$ cat src/design/assert_macros.svh
`ifndef ASSERT_MACROS_SVH
`define ASSERT_MACROS_SVH

// Property checked on every rising clock edge outside reset.
`define SEFC_ASSERT(label, prop, msg) \
	label: assert property (@(posedge clk) disable iff (!arst_n) prop) else $error(msg);

// Condition that must never be seen on a rising clock edge outside reset.
`define SEFC_NEVER(label, expr, msg) \
	`SEFC_ASSERT(label, !(expr), msg)

`endif

$ cat src/design/sefc_pkg.sv
package sefc_pkg;

	localparam int SAMPLE_BITS = 24;
	localparam int OUT_BITS = 23;
	localparam int TDATA_IN_W = 48;
	localparam int TDATA_OUT_W = 48;
	localparam int TANH_DEPTH = 256;
	localparam int IDX_W = $clog2(TANH_DEPTH);
	localparam int POS_SH = 19 - IDX_W;
	localparam int TAB_W = 31;
	localparam int QUO_W = 26;
	localparam int FRAC_SH = 21;
	localparam int PRE_SH = QUO_W - FRAC_SH;
	localparam int CNT_W = $clog2(QUO_W + 1);
	localparam int ACC_W = 56;
	localparam int MA_W = 36;
	localparam int MB_W = 17;

	localparam logic [16:0] LOW_SPLIT_COEFF = 17'd930;
	localparam logic [16:0] HIGH_SPLIT_COEFF = 17'd8834;
	localparam logic [16:0] EQ_WET = 17'd32113;
	localparam logic [16:0] EQ_DRY = 17'd655;
	localparam logic [16:0] FLT_WET = 17'd32604;
	localparam logic [16:0] FLT_DRY = 17'd164;
	localparam logic [14:0] RES_LIMIT = 15'd31130;
	localparam logic [15:0] DRIVE_FLOOR = 16'd410;
	localparam logic [15:0] FDRIVE_FLOOR = 16'd2048;
	localparam logic signed [31:0] OUT_LIMIT = 32'sd3145728;

	localparam logic [1:0] MODE_OFF = 2'd0;
	localparam logic [1:0] MODE_NORMAL = 2'd1;
	localparam logic [1:0] MODE_LINEAR = 2'd2;
	localparam logic [1:0] MODE_SAT = 2'd3;
	localparam logic [1:0] TYPE_HP = 2'd1;
	localparam logic [1:0] TYPE_BP = 2'd2;

	localparam logic [2:0] REG_MODE = 3'd0;
	localparam logic [2:0] REG_LOW_GAIN = 3'd1;
	localparam logic [2:0] REG_MID_GAIN = 3'd2;
	localparam logic [2:0] REG_HIGH_GAIN = 3'd3;
	localparam logic [2:0] REG_COEFF = 3'd4;
	localparam logic [2:0] REG_RESONANCE = 3'd5;
	localparam logic [2:0] REG_EQ_DRIVE = 3'd6;
	localparam logic [2:0] REG_FLT_DRIVE = 3'd7;

	typedef struct packed {
		logic en;
		logic clr;
		logic signed [MA_W-1:0] a;
		logic signed [MB_W-1:0] b;
	} mac_op_t;

	typedef struct packed {
		logic busy;
		logic done;
	} div_stat_t;

	typedef logic [TAB_W-1:0] tanh_tab_t [0:TANH_DEPTH];

	// Shift and subtract quotient, used only while the table is elaborated.
	function automatic longint unsigned cdiv(longint unsigned n, longint unsigned d);
		longint unsigned q, r;
		q = 0;
		r = 0;
		for (int b = 63; b >= 0; b--) begin
			r = {r[62:0], n[b]};
			if (r >= d) begin
				r = r - d;
				q[b] = 1'b1;
			end
		end
		return q;
	endfunction

	function automatic logic [TAB_W-1:0] tanh_entry(int unsigned i);
		longint unsigned t, a, a2, a3, a5, th;
		t = longint'(i) << (32 - IDX_W);
		a = t >> 8;
		a2 = (a * a) >> 30;
		a3 = (a2 * a) >> 30;
		a5 = (a3 * a2) >> 30;
		th = a - cdiv(a3, 3) + cdiv(2 * a5, 15);
		for (int k = 0; k < 8; k++) begin
			th = cdiv(th << 31, (64'd1 << 30) + ((th * th) >> 30));
		end
		return th[TAB_W-1:0];
	endfunction

	function automatic tanh_tab_t build_tanh();
		tanh_tab_t tab;
		for (int unsigned i = 0; i <= TANH_DEPTH; i++) begin
			tab[i] = tanh_entry(i);
		end
		return tab;
	endfunction

	localparam tanh_tab_t TANH_TAB = build_tanh();

	function automatic logic signed [31:0] sat32(logic signed [ACC_W-1:0] v);
		logic signed [ACC_W-1:0] hi, lo;
		hi = 56'sd2147483647;
		lo = -56'sd2147483648;
		if (v > hi) begin
			return 32'sh7fffffff;
		end else if (v < lo) begin
			return 32'sh80000000;
		end
		return v[31:0];
	endfunction

endpackage

$ cat src/design/sefc_mac.sv
module sefc_mac (
	input logic clk,
	input logic arst_n,
	input sefc_pkg::mac_op_t op,
	output logic signed [sefc_pkg::ACC_W-1:0] acc
);
	import sefc_pkg::*;

	logic signed [ACC_W-1:0] prod;
	logic signed [ACC_W-1:0] acc_q;

	assign prod = ACC_W'(op.a) * ACC_W'(op.b);
	assign acc = acc_q;

	always_ff @(posedge clk or negedge arst_n) begin
		if (!arst_n) begin
			acc_q <= '0;
		end else if (op.en) begin
			acc_q <= (op.clr ? '0 : acc_q) + prod;
		end
	end

endmodule

$ cat config.mk
export PLATFORM = sky130hd
export DESIGN_NAME = sefc_mac
export DESIGN_NICKNAME = d
export VERILOG_FILES = /design/src/design/assert_macros.svh /design/src/design/sefc_pkg.sv /design/src/design/sefc_mac.sv
export SDC_FILE = /design/constraint.sdc
export NUM_CORES = 2
export LEC_CHECK = 0
export ABC_CLOCK_PERIOD_IN_PS = 3800
export BUFFER_PORTS_ARGS = -buffer_cell sky130_fd_sc_hd__buf_2
export CORE_AREA = 2 2 245 247
export DETAILED_ROUTE_END_ITERATION = 8
export DIE_AREA = 0 0 247 249
export HOLD_SLACK_MARGIN = 0.15
export PLACE_DENSITY = 0.61
export SLEW_MARGIN = 20
export SYNTH_ARGS = -nofsm -noshare
export SYNTH_HDL_FRONTEND = slang
export SYNTH_SLANG_ARGS = --single-unit
$ cat constraint.sdc
create_clock -name clk -period 3.8 [get_ports clk]
set_input_delay 1.14 -clock clk [delete_from_list [all_inputs] [get_ports clk]]
set_output_delay 1.14 -clock clk [all_outputs]
set_load 0.02 [all_outputs]
* Word-level counts from Yosys, hierarchy flattened *
Cells that the tools add are included.
W data, S select, Z words.

cells by class
  $add $sub $neg = 1
  $mul = 1
  divide/modulo/power cells = 0
  $lt $le $gt $ge = 0
  eq/ne operators = 0
  shifts and indexed selects = 0
  multiplexer cells = 1
  bitwise logic cells = 0
  reduce and logical (&&, ||, !) cells = 0

operator list
  kind              count
  $add A56 B56 Y56  1
  $mux W56          1
  $mul A36 B17 Y53  1

word-level totals
  register bits = 56
  bits in latches = 0
  bits in writable memories = 0
  ROM bits = 0
  bits of input ports = 57
  output and inout bits = 56
  logic and storage cells = 4
  memories kept = 0

* Logic depth before layout (Yosys ltp) *
  depth after elaboration = 2
  gate-level depth with buffers = 38
  gate-level depth less buffers = 37

* Least setup slack after synthesis *
Ideal clock, no wire load.

  path kind = input -> register
  start point = input op[2] (netlist bit)
  end point = register acc_q[54], in the netlist acc[54]
  setup time = 0.125 ns
  arrival time = 9.215 ns
  required time = 3.675 ns
  slack = -5.540 ns
  stages on the path = 38
  buffers on the path = 2
  cells stage by stage = clkbuf_1 > clkbuf_1 > nand2_1 > fa_1 > inv_1 > fa_1 > inv_1 > fa_1 > inv_1 > fa_1 > fa_1 > inv_1 > fa_1 > inv_1 > ha_1 > o21a_1 > o21ai_1 > a21oi_1 > [2 not listed] > nor3_2 > o31ai_1 > a211oi_1 > nor2b_1 > a41oi_1 > xnor2_1 > ha_1 > nand4_1 > nor4_1 > and4_1 > nand3_1 > a21oi_2 > o31ai_2 > a21oi_2 > a2111o_1 > a31oi_1 > xnor2_1 > mux2_4

between the ends
  word-level cells in the longest chain between the ends = 2

RTL lines
  element                 RTL line        source
  start: declaration      sefc_mac.sv:4   input sefc_pkg::mac_op_t op,
  $mul A36 B17 Y53        sefc_mac.sv:12  assign prod = ACC_W'(op.a) * ACC_W'(op.b);
  $add A56 B56 Y56        sefc_mac.sv:19  acc_q <= (op.clr ? '0 : acc_q) + prod;
  end signal: assignment  sefc_mac.sv:19
  end: declaration        sefc_mac.sv:10  logic signed [ACC_W-1:0] acc_q;

No other way between the ends.
A chain may end at the register's enable or synchronous reset.

* Final worst setup path *
  start point = input op[24] (netlist bit)
  end point = register acc_q[54], in the netlist acc[54]

Same word-level chain as after synthesis.

==> results.json <==
{
  "slowest_delay_ns": 0.55,
  "grt_setup_unrepaired": "yes",
  "antenna_found_initial": 0,
  "cp-start-kind": "input pin",
  "num_io_pins": 113,
  "vias": 22400,
  "numCtsBuffers": 5,
  "hold_buffers": 0,
  "routed_wl_um": 79500,
  "via_per_inst": 5.10,
  "critPathSlowestCell": "fa_1",
  "syn_area_um2": 26300,
  "yosys_register_bits": 56,
  "dp_hpwl_um": 63400,
  "synth_top_area_share_pct": 44.3,
  "layout.nets": 4433,
  "synthMuxAreaShare_pct": 1.98,
  "die_w_um": 247,
  "area_growth_pct": 34.7,
  "dieArea_um2": 61500,
  "hold_path.class": "flip-flop to flip-flop",
  "drtAntennaViolNets": 0,
  "synth_compound_area_share_pct": 8.05,
  "syn_nets": 3827,
  "status": "finished with violations",
  "yosys-top-cells-count": "inv_1, fa_1, nand2_1, and2_1, ha_1",
  "hold_viol_final": 0,
  "critPathBufInv": 5,
  "cts.sinks": 56,
  "fin_crit_ns": 8.98,
  "clock_latency_ns": 0.32,
  "yosysWarnings": 0,
  "final.setup_skew_ns": 0.0118,
  "relSlewSlack_pct": 55.4,
  "core_area_um2": 58700,
  "n_antenna_cell": 0,
  "drc": 0,
  "yosysUniqueCellTypes": 68,
  "critPathTopFamily": "adder cells",
  "synthFlopType": "dfrtp_1",
  "crit_fanout": 9,
  "finalCritPeriodShare_pct": 236,
  "cp.required_ns": 4.00,
  "synth_edf_count": 0,
  "root_buffer": "clkbuf_16",
  "synth.most_common_cell": "inv_1",
  "arrival_ns": 9.18,
  "setup_ws_ns": -5.18,
  "die_y_um": 249,
  "drv_slew": 0,
  "timing.hold.ws_ns": 0.528,
  "dr.pass1.iters": 6,
  "n_fill_cell": 4967,
  "failed_checks": "negative setup slack",
  "yosys-top-cells-area": "fa_1, inv_1, ha_1, nand2_1, and2_1",
  "grt_max_degree": 44,
  "wl_per_cell_um": 18.1,
  "synthCells": 3010,
  "largest_reg_flops": 56,
  "start_util_pct": 44.9,
  "grt_first_pass_wirelength_um": 124000,
  "cts.clk_slew.worst_paths_ns": 0.07,
  "num_rows": 89,
  "worstMarginPinSlew_ns": 0.669,
  "yosys.area.top_type": "fa_1",
  "drt-initial-drc-count": 1121,
  "max_cap_viol_count": 0,
  "drive_above_1_share_pct": 31.1,
  "async_reset_ff_share_pct": 100,
  "synthAdderAreaFrac_pct": 52.7,
  "yosys.area_share.simple_pct": 16.9,
  "grt-ovfl-total": 0,
  "port_buffers": 112,
  "setup_viol": 52,
  "tritoncts": "built",
  "synth-xor-area-share_pct": 3.53,
  "synth_top_family_by_area": "adder cells",
  "post_synth.cell_area_avg_um2": 8.75,
  "cpMostUsedCell": "fa_1",
  "max_freq_mhz": 111,
  "grt_pass1_vias": 24400,
  "htreeDepth": 2,
  "endpoint_kind": "flip-flop",
  "yosysSeqAreaShare_pct": 5.32,
  "worstSetupPathType": "input pin to flip-flop",
  "grt_usage_pct": 25.1,
  "cts_buffer_depth": 2,
  "gp_congestion": 0.888
}
## placed cells by master (no fill, tap or decap), types with 27 or more instances in the layout
cell type / count
a21o_1: 62
dfrtp_1: 56
nand2_1: 383
xnor2_1: 65
inv_2: 32
ha_1: 130
fa_1: 569
and2_1: 213
ha_4: 45
inv_1: 637
buf_12: 27
mux2_2: 31
a21oi_1: 53
buf_4: 527
a21oi_2: 41
nor2b_1: 65
buf_6: 80
nor2_1: 83
buf_2: 68
## cell families (layout without fill, tap and decap cells)
family | count (synthesis) | count (layout)
simple gates | 916 | 916
xor+xnor | 106 | 106
flops | 56 | 56
compound gates | 323 | 323
buf+inv | 803 | 1410
mux | 46 | 46
fa+ha+maj | 760 | 760
## cell type report
class | count | area (um2) | area share, %
well taps | 773 | 967 | 2.73
clock inverters | 2 | 35.0 | 0.0988
inverters | 672 | 2530 | 7.13
multi-input cells | 2151 | 24100 | 67.9
clock buffers | 6 | 129 | 0.363
repair buffers | 730 | 6320 | 17.8
flip-flops and latches | 56 | 1400 | 3.95
## metrics by stage
stage	utilization (%)	TNS, ns	setup slack [ns]	cells	cell area (um2)
after floorplan	-	-188.17	-4.96	3010	27300
after global placement	54.5	-237.43	-5.85	4282	32000
after detailed placement	54.5	-241.63	-5.94	4282	32000
after CTS	56.4	-206.06	-5.23	4321	33100
after global routing	60.4	-216.75	-5.49	4390	35500
final	60.4	-205.59	-5.18	4390	35500
## layer usage
metal / vias up / part of all wire (%) / track usage [%]
li1: 10200 / - / -
met2: 504 / 52 / 44.1
met5: - / 0 / 0
met4: 0 / 3.9 / 7.69
met1: 11500 / 41 / 33.0
met3: 174 / 3.6 / 1.91
## path summary, 6_finish.rpt
path                       startpoint      end  slack [ns]  depth (start not counted)
hold / removal                acc[13]  acc[13]        0.53                          1
setup reg to reg               acc[0]  acc[44]        0.03                         15
max in group asynchronous      arst_n  acc[21]        2.12                          2
min in group asynchronous      arst_n  acc[47]        0.74                          1
hold reg to reg               acc[13]  acc[13]        0.53                          1
setup / recovery               op[24]  acc[54]       -5.18                         35
## timing repair
item | 4_1_cts | 5_1_grt
setup buffers | 30 | 69
pin swaps | 80 | 182
setup endpoints to repair | 53 | 53
gates resized for setup | 174 | 361
cloned | 1 | 12
Power is not shown: default switching activity piles up to over one toggle a cycle in this logic, so the estimate is an artifact.
