===== src/design/assert_macros.svh =====
`ifndef ASSERT_MACROS_SVH
`define ASSERT_MACROS_SVH

// Property checked on every rising clock edge outside reset.
`define SEFC_ASSERT(label, prop, msg) \
	label: assert property (@(posedge clk) disable iff (!arst_n) prop) else $error(msg);

// Condition that must never be seen on a rising clock edge outside reset.
`define SEFC_NEVER(label, expr, msg) \
	`SEFC_ASSERT(label, !(expr), msg)

`endif


===== src/design/sefc_pkg.sv =====
package sefc_pkg;

	localparam int SAMPLE_BITS = 24;
	localparam int OUT_BITS = 23;
	localparam int TDATA_IN_W = 48;
	localparam int TDATA_OUT_W = 48;
	localparam int TANH_DEPTH = 256;
	localparam int IDX_W = $clog2(TANH_DEPTH);
	localparam int POS_SH = 19 - IDX_W;
	localparam int TAB_W = 31;
	localparam int QUO_W = 26;
	localparam int FRAC_SH = 21;
	localparam int PRE_SH = QUO_W - FRAC_SH;
	localparam int CNT_W = $clog2(QUO_W + 1);
	localparam int ACC_W = 56;
	localparam int MA_W = 36;
	localparam int MB_W = 17;

	localparam logic [16:0] LOW_SPLIT_COEFF = 17'd930;
	localparam logic [16:0] HIGH_SPLIT_COEFF = 17'd8834;
	localparam logic [16:0] EQ_WET = 17'd32113;
	localparam logic [16:0] EQ_DRY = 17'd655;
	localparam logic [16:0] FLT_WET = 17'd32604;
	localparam logic [16:0] FLT_DRY = 17'd164;
	localparam logic [14:0] RES_LIMIT = 15'd31130;
	localparam logic [15:0] DRIVE_FLOOR = 16'd410;
	localparam logic [15:0] FDRIVE_FLOOR = 16'd2048;
	localparam logic signed [31:0] OUT_LIMIT = 32'sd3145728;

	localparam logic [1:0] MODE_OFF = 2'd0;
	localparam logic [1:0] MODE_NORMAL = 2'd1;
	localparam logic [1:0] MODE_LINEAR = 2'd2;
	localparam logic [1:0] MODE_SAT = 2'd3;
	localparam logic [1:0] TYPE_HP = 2'd1;
	localparam logic [1:0] TYPE_BP = 2'd2;

	localparam logic [2:0] REG_MODE = 3'd0;
	localparam logic [2:0] REG_LOW_GAIN = 3'd1;
	localparam logic [2:0] REG_MID_GAIN = 3'd2;
	localparam logic [2:0] REG_HIGH_GAIN = 3'd3;
	localparam logic [2:0] REG_COEFF = 3'd4;
	localparam logic [2:0] REG_RESONANCE = 3'd5;
	localparam logic [2:0] REG_EQ_DRIVE = 3'd6;
	localparam logic [2:0] REG_FLT_DRIVE = 3'd7;

	typedef struct packed {
		logic en;
		logic clr;
		logic signed [MA_W-1:0] a;
		logic signed [MB_W-1:0] b;
	} mac_op_t;

	typedef struct packed {
		logic busy;
		logic done;
	} div_stat_t;

	typedef logic [TAB_W-1:0] tanh_tab_t [0:TANH_DEPTH];

	// Shift and subtract quotient, used only while the table is elaborated.
	function automatic longint unsigned cdiv(longint unsigned n, longint unsigned d);
		longint unsigned q, r;
		q = 0;
		r = 0;
		for (int b = 63; b >= 0; b--) begin
			r = {r[62:0], n[b]};
			if (r >= d) begin
				r = r - d;
				q[b] = 1'b1;
			end
		end
		return q;
	endfunction

	function automatic logic [TAB_W-1:0] tanh_entry(int unsigned i);
		longint unsigned t, a, a2, a3, a5, th;
		t = longint'(i) << (32 - IDX_W);
		a = t >> 8;
		a2 = (a * a) >> 30;
		a3 = (a2 * a) >> 30;
		a5 = (a3 * a2) >> 30;
		th = a - cdiv(a3, 3) + cdiv(2 * a5, 15);
		for (int k = 0; k < 8; k++) begin
			th = cdiv(th << 31, (64'd1 << 30) + ((th * th) >> 30));
		end
		return th[TAB_W-1:0];
	endfunction

	function automatic tanh_tab_t build_tanh();
		tanh_tab_t tab;
		for (int unsigned i = 0; i <= TANH_DEPTH; i++) begin
			tab[i] = tanh_entry(i);
		end
		return tab;
	endfunction

	localparam tanh_tab_t TANH_TAB = build_tanh();

	function automatic logic signed [31:0] sat32(logic signed [ACC_W-1:0] v);
		logic signed [ACC_W-1:0] hi, lo;
		hi = 56'sd2147483647;
		lo = -56'sd2147483648;
		if (v > hi) begin
			return 32'sh7fffffff;
		end else if (v < lo) begin
			return 32'sh80000000;
		end
		return v[31:0];
	endfunction

endpackage


===== src/design/sefc_div.sv =====
module sefc_div (
	input logic clk,
	input logic arst_n,
	input logic start,
	input logic [sefc_pkg::TAB_W-1:0] num,
	input logic [sefc_pkg::TAB_W-1:0] den,
	output sefc_pkg::div_stat_t stat,
	output logic [sefc_pkg::QUO_W-1:0] quo
);
	import sefc_pkg::*;

	logic [TAB_W-1:0] rem_q;
	logic [TAB_W-1:0] den_q;
	logic [QUO_W-1:0] sh_q;
	logic [QUO_W-1:0] quo_q;
	logic [CNT_W-1:0] cnt_q;
	logic busy_q;
	logic done_q;
	logic [TAB_W:0] trial;
	logic fits;

	assign trial = {rem_q, sh_q[QUO_W-1]};
	assign fits = trial >= {1'b0, den_q};
	assign stat.busy = busy_q;
	assign stat.done = done_q;
	assign quo = quo_q;

	always_ff @(posedge clk or negedge arst_n) begin
		if (!arst_n) begin
			rem_q <= '0;
			den_q <= '0;
			sh_q <= '0;
			quo_q <= '0;
			cnt_q <= '0;
			busy_q <= 1'b0;
			done_q <= 1'b0;
		end else begin
			done_q <= 1'b0;
			if (start) begin
				rem_q <= num >> PRE_SH;
				sh_q <= {num[PRE_SH-1:0], {FRAC_SH{1'b0}}};
				den_q <= den;
				quo_q <= '0;
				cnt_q <= CNT_W'(QUO_W);
				busy_q <= 1'b1;
			end else if (busy_q) begin
				rem_q <= fits ? TAB_W'(trial - {1'b0, den_q}) : trial[TAB_W-1:0];
				quo_q <= {quo_q[QUO_W-2:0], fits};
				sh_q <= sh_q << 1;
				cnt_q <= cnt_q - 1'b1;
				if (cnt_q == CNT_W'(1)) begin
					busy_q <= 1'b0;
					done_q <= 1'b1;
				end
			end
		end
	end

endmodule


===== config.mk =====
export PLATFORM = sky130hd
export DESIGN_NAME = sefc_div
export DESIGN_NICKNAME = d
export VERILOG_FILES = /design/src/design/assert_macros.svh /design/src/design/sefc_pkg.sv /design/src/design/sefc_div.sv
export SDC_FILE = /design/constraint.sdc
export NUM_CORES = 1
export LEC_CHECK = 0
export BUFFER_PORTS_ARGS = -buffer_cell sky130_fd_sc_hd__buf_2
export CAP_MARGIN = 20
export CORE_UTILIZATION = 50
export DETAILED_ROUTE_END_ITERATION = 10
export PLACE_DENSITY_LB_ADDON = 0.1
export SLEW_MARGIN = 0
export SYNTH_ARGS = -nofsm -noshare
export SYNTH_HDL_FRONTEND = slang
export SYNTH_SLANG_ARGS = --single-unit

===== constraint.sdc =====
create_clock -name clk -period 4.1 [get_ports clk]
set_input_delay 1.23 -clock clk [delete_from_list [all_inputs] [get_ports clk]]
set_output_delay 1.23 -clock clk [all_outputs]
set_load 0.05 [all_outputs]

* After elaboration in Yosys (flattened, before gate mapping) *
Cells that the tools add are included.

cells by class
  add/subtract/negate cells = 2
  multipliers = 0
  div/mod/pow operators = 0
  order comparisons = 1
  equal/unequal tests = 1
  shifts and indexed selects = 0
  mux-type cells = 15
  bitwise operators = 0
  reduce and logical (&&, ||, !) cells = 1

operator list
  operator               count
  $mux W26               4
  $mux W31               3
  $ge A32 B31 Y1         1
  $sub A31 B31 Y31       1
  $mux W5                2
  $mux W1                6
  $eq A5 B1 Y1 const B   1
  $sub A5 B1 Y5 const B  1
  $reduce_bool A2 Y1     1

storage, ports and cells
  register bits = 121
  latch bits = 0
  RAM bits = 0
  bits in read-only memories = 0
  bits of input ports = 65
  output and inout port bits = 28
  logic and storage cells = 27
  memories kept = 0

* Logic depth before layout (Yosys ltp) *
  depth after elaboration = 4
  mapped depth = 12
  depth with buffers taken out = 11

* Least setup slack after synthesis *
Ideal clock, no wire load.

  kind = reg-to-reg
  from = register den_q[0]
  to = register rem_q[16]
  setup time = 0.131 ns
  arrival = 2.434 ns
  data required time = 3.969 ns
  setup slack = 1.535 ns
  stages on the path, launching flop included = 12
  buffers on the path = 2
  period minus slack after synthesis = 2.565 ns
  cell sequence = dfrtp_1 ha_1 fa_1 nand2b_1 a21oi_1 o21ai_2 a311oi_2 nor3_2 buf_6 buf_6 a311oi_1 o22ai_1

between the ends
  cells in the longest elaborated chain, start to end = 4
  elaborated cells between the ends (all ways) = 5
  classes of those cells = 1 x add/sub; 1 x order compare; 3 x mux

ends and longest elaborated chain
  what                                                RTL line                        RTL
  from (decl)                                         sefc_div.sv:13                  logic [TAB_W-1:0] den_q;
  from (signal assigned)                              sefc_div.sv:42                  den_q <= den;
  $sub A31 B31 Y31 or $ge A32 B31 Y1 (tied branches)  sefc_div.sv:47, sefc_div.sv:23
  $mux W31 (*)                                        sefc_div.sv:47                  rem_q <= fits ? TAB_W'(trial - {1'b0, den_q}) : trial[TAB_W-1:0];
  $mux W31 (*)                                        sefc_div.sv:46                  end else if (busy_q) begin
  $mux W31 (*)                                        sefc_div.sv:39                  if (start) begin
  to (signal assigned)                                sefc_div.sv:40                  rem_q <= num >> PRE_SH;
  to (signal assigned)                                sefc_div.sv:47
  to (decl)                                           sefc_div.sv:12                  logic [TAB_W-1:0] rem_q;

Every way passes the cells marked *; elsewhere a longest branch is shown, timed or not. The select of a mux whose other input is x is not followed.
A chain may end at the register's enable or synchronous reset.

* Final worst setup path *
  from = register den_q[0]
  to = register rem_q[22]

The elaborated chain is that of the path after synthesis.

==> impl_results.md <==
* Top FF cell, synth: dfrtp_1
* Clock transition at path regs at 70 ps
* Area taken by multi-input logic gates at 0.00357 mm2
* Yosys top cell area share at 0.390
* Worst slew pin tran at 813 ps
* Final Setup Violations at 0
* Sequential Power Share at 0.283
* Overall routing resource usage at 0.226
* Final Hold Fails at 0
* PwrDens at 625 mW/mm2
* Die area at 0.0133 mm2
* ANT cells at 0
* Root Buffer: clkbuf_16
* Drt pass-1 iters at 5
* Fillers at 1162
* Headroom to the max-slew limit at 0.453
* Gates resized, CTS repair at 0
* Worst VDD drop at 0.296 mV
* DR vias/cell at 5.53
* Final Max Slew Viols at 0
* Worst min path class: reg2reg
* Final clock skew at 8.25 ps
* Max clock buf depth at 2
* Number of routed nets with antenna violations at 0
* Residual DRC count at 0
* Cell Chain, Critical Path: ha_1 > fa_1 > nand2b_1 > a21oi_1 > o21ai_2 > a311oi_2 > nor3_4 > or2_1 > o32ai_1 > a21o_1
* Placed cell count at 958
* F_max at 0.329 GHz
* Post-Syn Instances at 731
* Global-route wire length before repair at 23700 um
* Final HPWL DP at 10200 um
* Final min period at 3040 ps
* Register bit total from synthesis at 100
* Synthesized area per cell at 8.78 um2
* Core Footprint at 0.0126 mm2
* Post-CTS setup buffer count at 0
* Hold_buf cts at 0
* Initial antenna violation count at 0
* Layout area overhead at 12.8%
* Drt total wl at 14300 um
* # H-tree levels at 3
* # port buffers at 92
* Worst path required time at 4400 ps
* GRT overflow at 0
* Status: completed
* Core Rows at 41
* Die W at 115 um
* Comb power frac at 0.539
* Post-synthesis sequential area ratio at 0.390
* Netlist cell types at 62
* Max incr delay on CP at 410 ps
* Setup tns final at 0 ps
* Total area of sequential cells at 0.00251 mm2
* Fin cells at 973
* EDFF count, synth at 0
* Pint at 2.60 mW
* Worst setup path category: reg2reg
* Post-Syn Area at 0.00642 mm2
* Clock network fraction of total power at 0.178
* Unrepaired setup endpoints after global routing: false
* Vias at 5377
* Area leader, netlist: dfrtp_1
* Worst-Skew Late Latency at 350 ps
* Top cells by area, synth: dfrtp_1 (39%), ha_1 (6.4%), mux2i_1 (6.1%)
* CP max-delay cell: or2_1
* Switching share of power at 0.426
* Critical Path End Type: register
* CTS sink count at 100
* Startpoint types: register
* Switch Pwr at 1.93 mW
* Die H at 115 um
* Yosys warns at 0
* CTS buffer count at 9
* Vias in the first global route at 5027
* DRT iter0 DRCs at 195
* Data arrival, critical path at 3330 ps
* Wire per inst at 14.7 um
* Post-synth ARST share at 1.00
* Starting Density at 0.511
* Synthesized Nets at 830
* Max_cap viols at 0
* Layout cells sized above 1 at 0.161
* Largest net degree at the start of global routing at 161
* Layout Nets at 896
* CTS tree: done
* Gp weighted congestion at 0.890
* Tcrit/Tclk final at 0.740
* # IOs at 93
* Leak pwr at 3.68 nW
* Max FO, Critical Path at 12
## routing by layer
| metal | track usage | vias up | part of all wire |
|---|---|---|---|
| met5 | 0 | - | 0 |
| met4 | 0.0615 | 0 | 0.012 |
| met3 | 0.0496 | 14 | 0.044 |
| met2 | 0.361 | 118 | 0.46 |
| met1 | 0.309 | 2531 | 0.48 |
| li1 | - | 2714 | - |
## area by class of cell
class / instances / area share
Sequential cell: 100 / 0.346
Tap cell: 172 / 0.0297
Multi-Input combinational cell: 547 / 0.493
Clock buffer: 9 / 0.0311
Timing Repair Buffer: 98 / 0.0722
Inverter: 41 / 0.0213
Clock inverter: 6 / 0.00691
## layout by cell type (no fill, tap or decap), types with 8 or more instances in the layout
master     synthesis  routed
o21a_1             8       8
clkbuf_16          0       9
a21oi_1           30      30
xor2_1            11      11
nor3_1            17      17
a21o_1            21      21
nor2_1            67      67
nor2b_1           18      18
o21ai_0           49      49
ha_1              33      33
o211ai_1           8       8
a211oi_1          17      17
o21ai_1            8       8
xnor2_1           16      16
buf_2              7      90
mux2i_1           39      39
nand2b_1          12      12
nand3_1           11      11
nand2_1           84      84
a31oi_1           14      14
inv_1             41      41
dfrtp_1          100      99
## state kept, by name, summed over array words and instances (netlist names)
name,count
den_q,31
rem_q,31
quo,26
cnt_q,5
sh_q,5
busy_q,1
done_q,1
## cells by family (layout without fill, tap and decap cells)
family,Yosys count,after routing,share of synthesized area
adder cells (fa/ha/maj),34,34,0.0675
multiplexers,40,40,0.0626
AO/OA/AOI/OAI,209,209,0.216
flip-flops,100,100,0.390
buffers and inverters,84,154,0.0552
AND/OR/NAND/NOR,237,237,0.172
XOR/XNOR,27,27,0.0369
## worst max-delay path: cells and delay by family (launching register included)
kind,cells,cell delay (ps)
adder cells (fa/ha/maj),2,620
AO/OA/AOI/OAI,5,1290
flip-flops,1,390
AND/OR/NAND/NOR,3,670
## path summary, 6_finish.rpt
check                           startpoint         to  slack (ps)  cells past startpoint
worst max-delay path              den_q[0]  rem_q[22]        1060                     10
worst min-delay path               quo[25]    quo[25]         530                      2
worst max register to register    den_q[0]  rem_q[22]        1060                     10
worst min register to register     quo[25]    quo[25]         530                      2
max in group asynchronous           arst_n    quo[16]        2360                      2
min in group asynchronous           arst_n  den_q[24]         940                      1
## through the flow
step | hold slack (ps) | area (um2) | power [mW] | util | worst slack (ps)
5_1_grt | 560 | 7240 | 4.89 | 0.576 | 937
6_report | 527 | 7240 | 4.53 | 0.576 | 1060
3_5_place_dp | 516 | 6960 | 3.72 | 0.554 | 1100
4_1_cts | 534 | 7240 | 4.56 | 0.576 | 1070
2_1_floorplan | 485 | 6420 | 3.24 | - | 1530
3_3_place_gp | 497 | 6960 | 3.69 | 0.554 | 1240
## synthesized netlist by cell type, drive strengths merged, types with 17 or more instances
master,instances
nor3,20
mux2i,39
a21o,21
nor2b,18
nor2,67
inv,41
buf,17
a21oi,32
ha,33
a211oi,18
nand2,84
o21ai,58
clkbuf,26
dfrtp,100
## power by group through the flow
stage,Combinational (mW),Sequential [mW],Clock (mW)
2_1_floorplan,1.95,1.29,0
3_3_place_gp,2.40,1.29,0
4_1_cts,2.44,1.28,0.840
5_1_grt,2.71,1.30,0.876
3_5_place_dp,2.42,1.30,0
6_report,2.44,1.28,0.804
No activity file was read; power rests on OpenSTA's default activity.
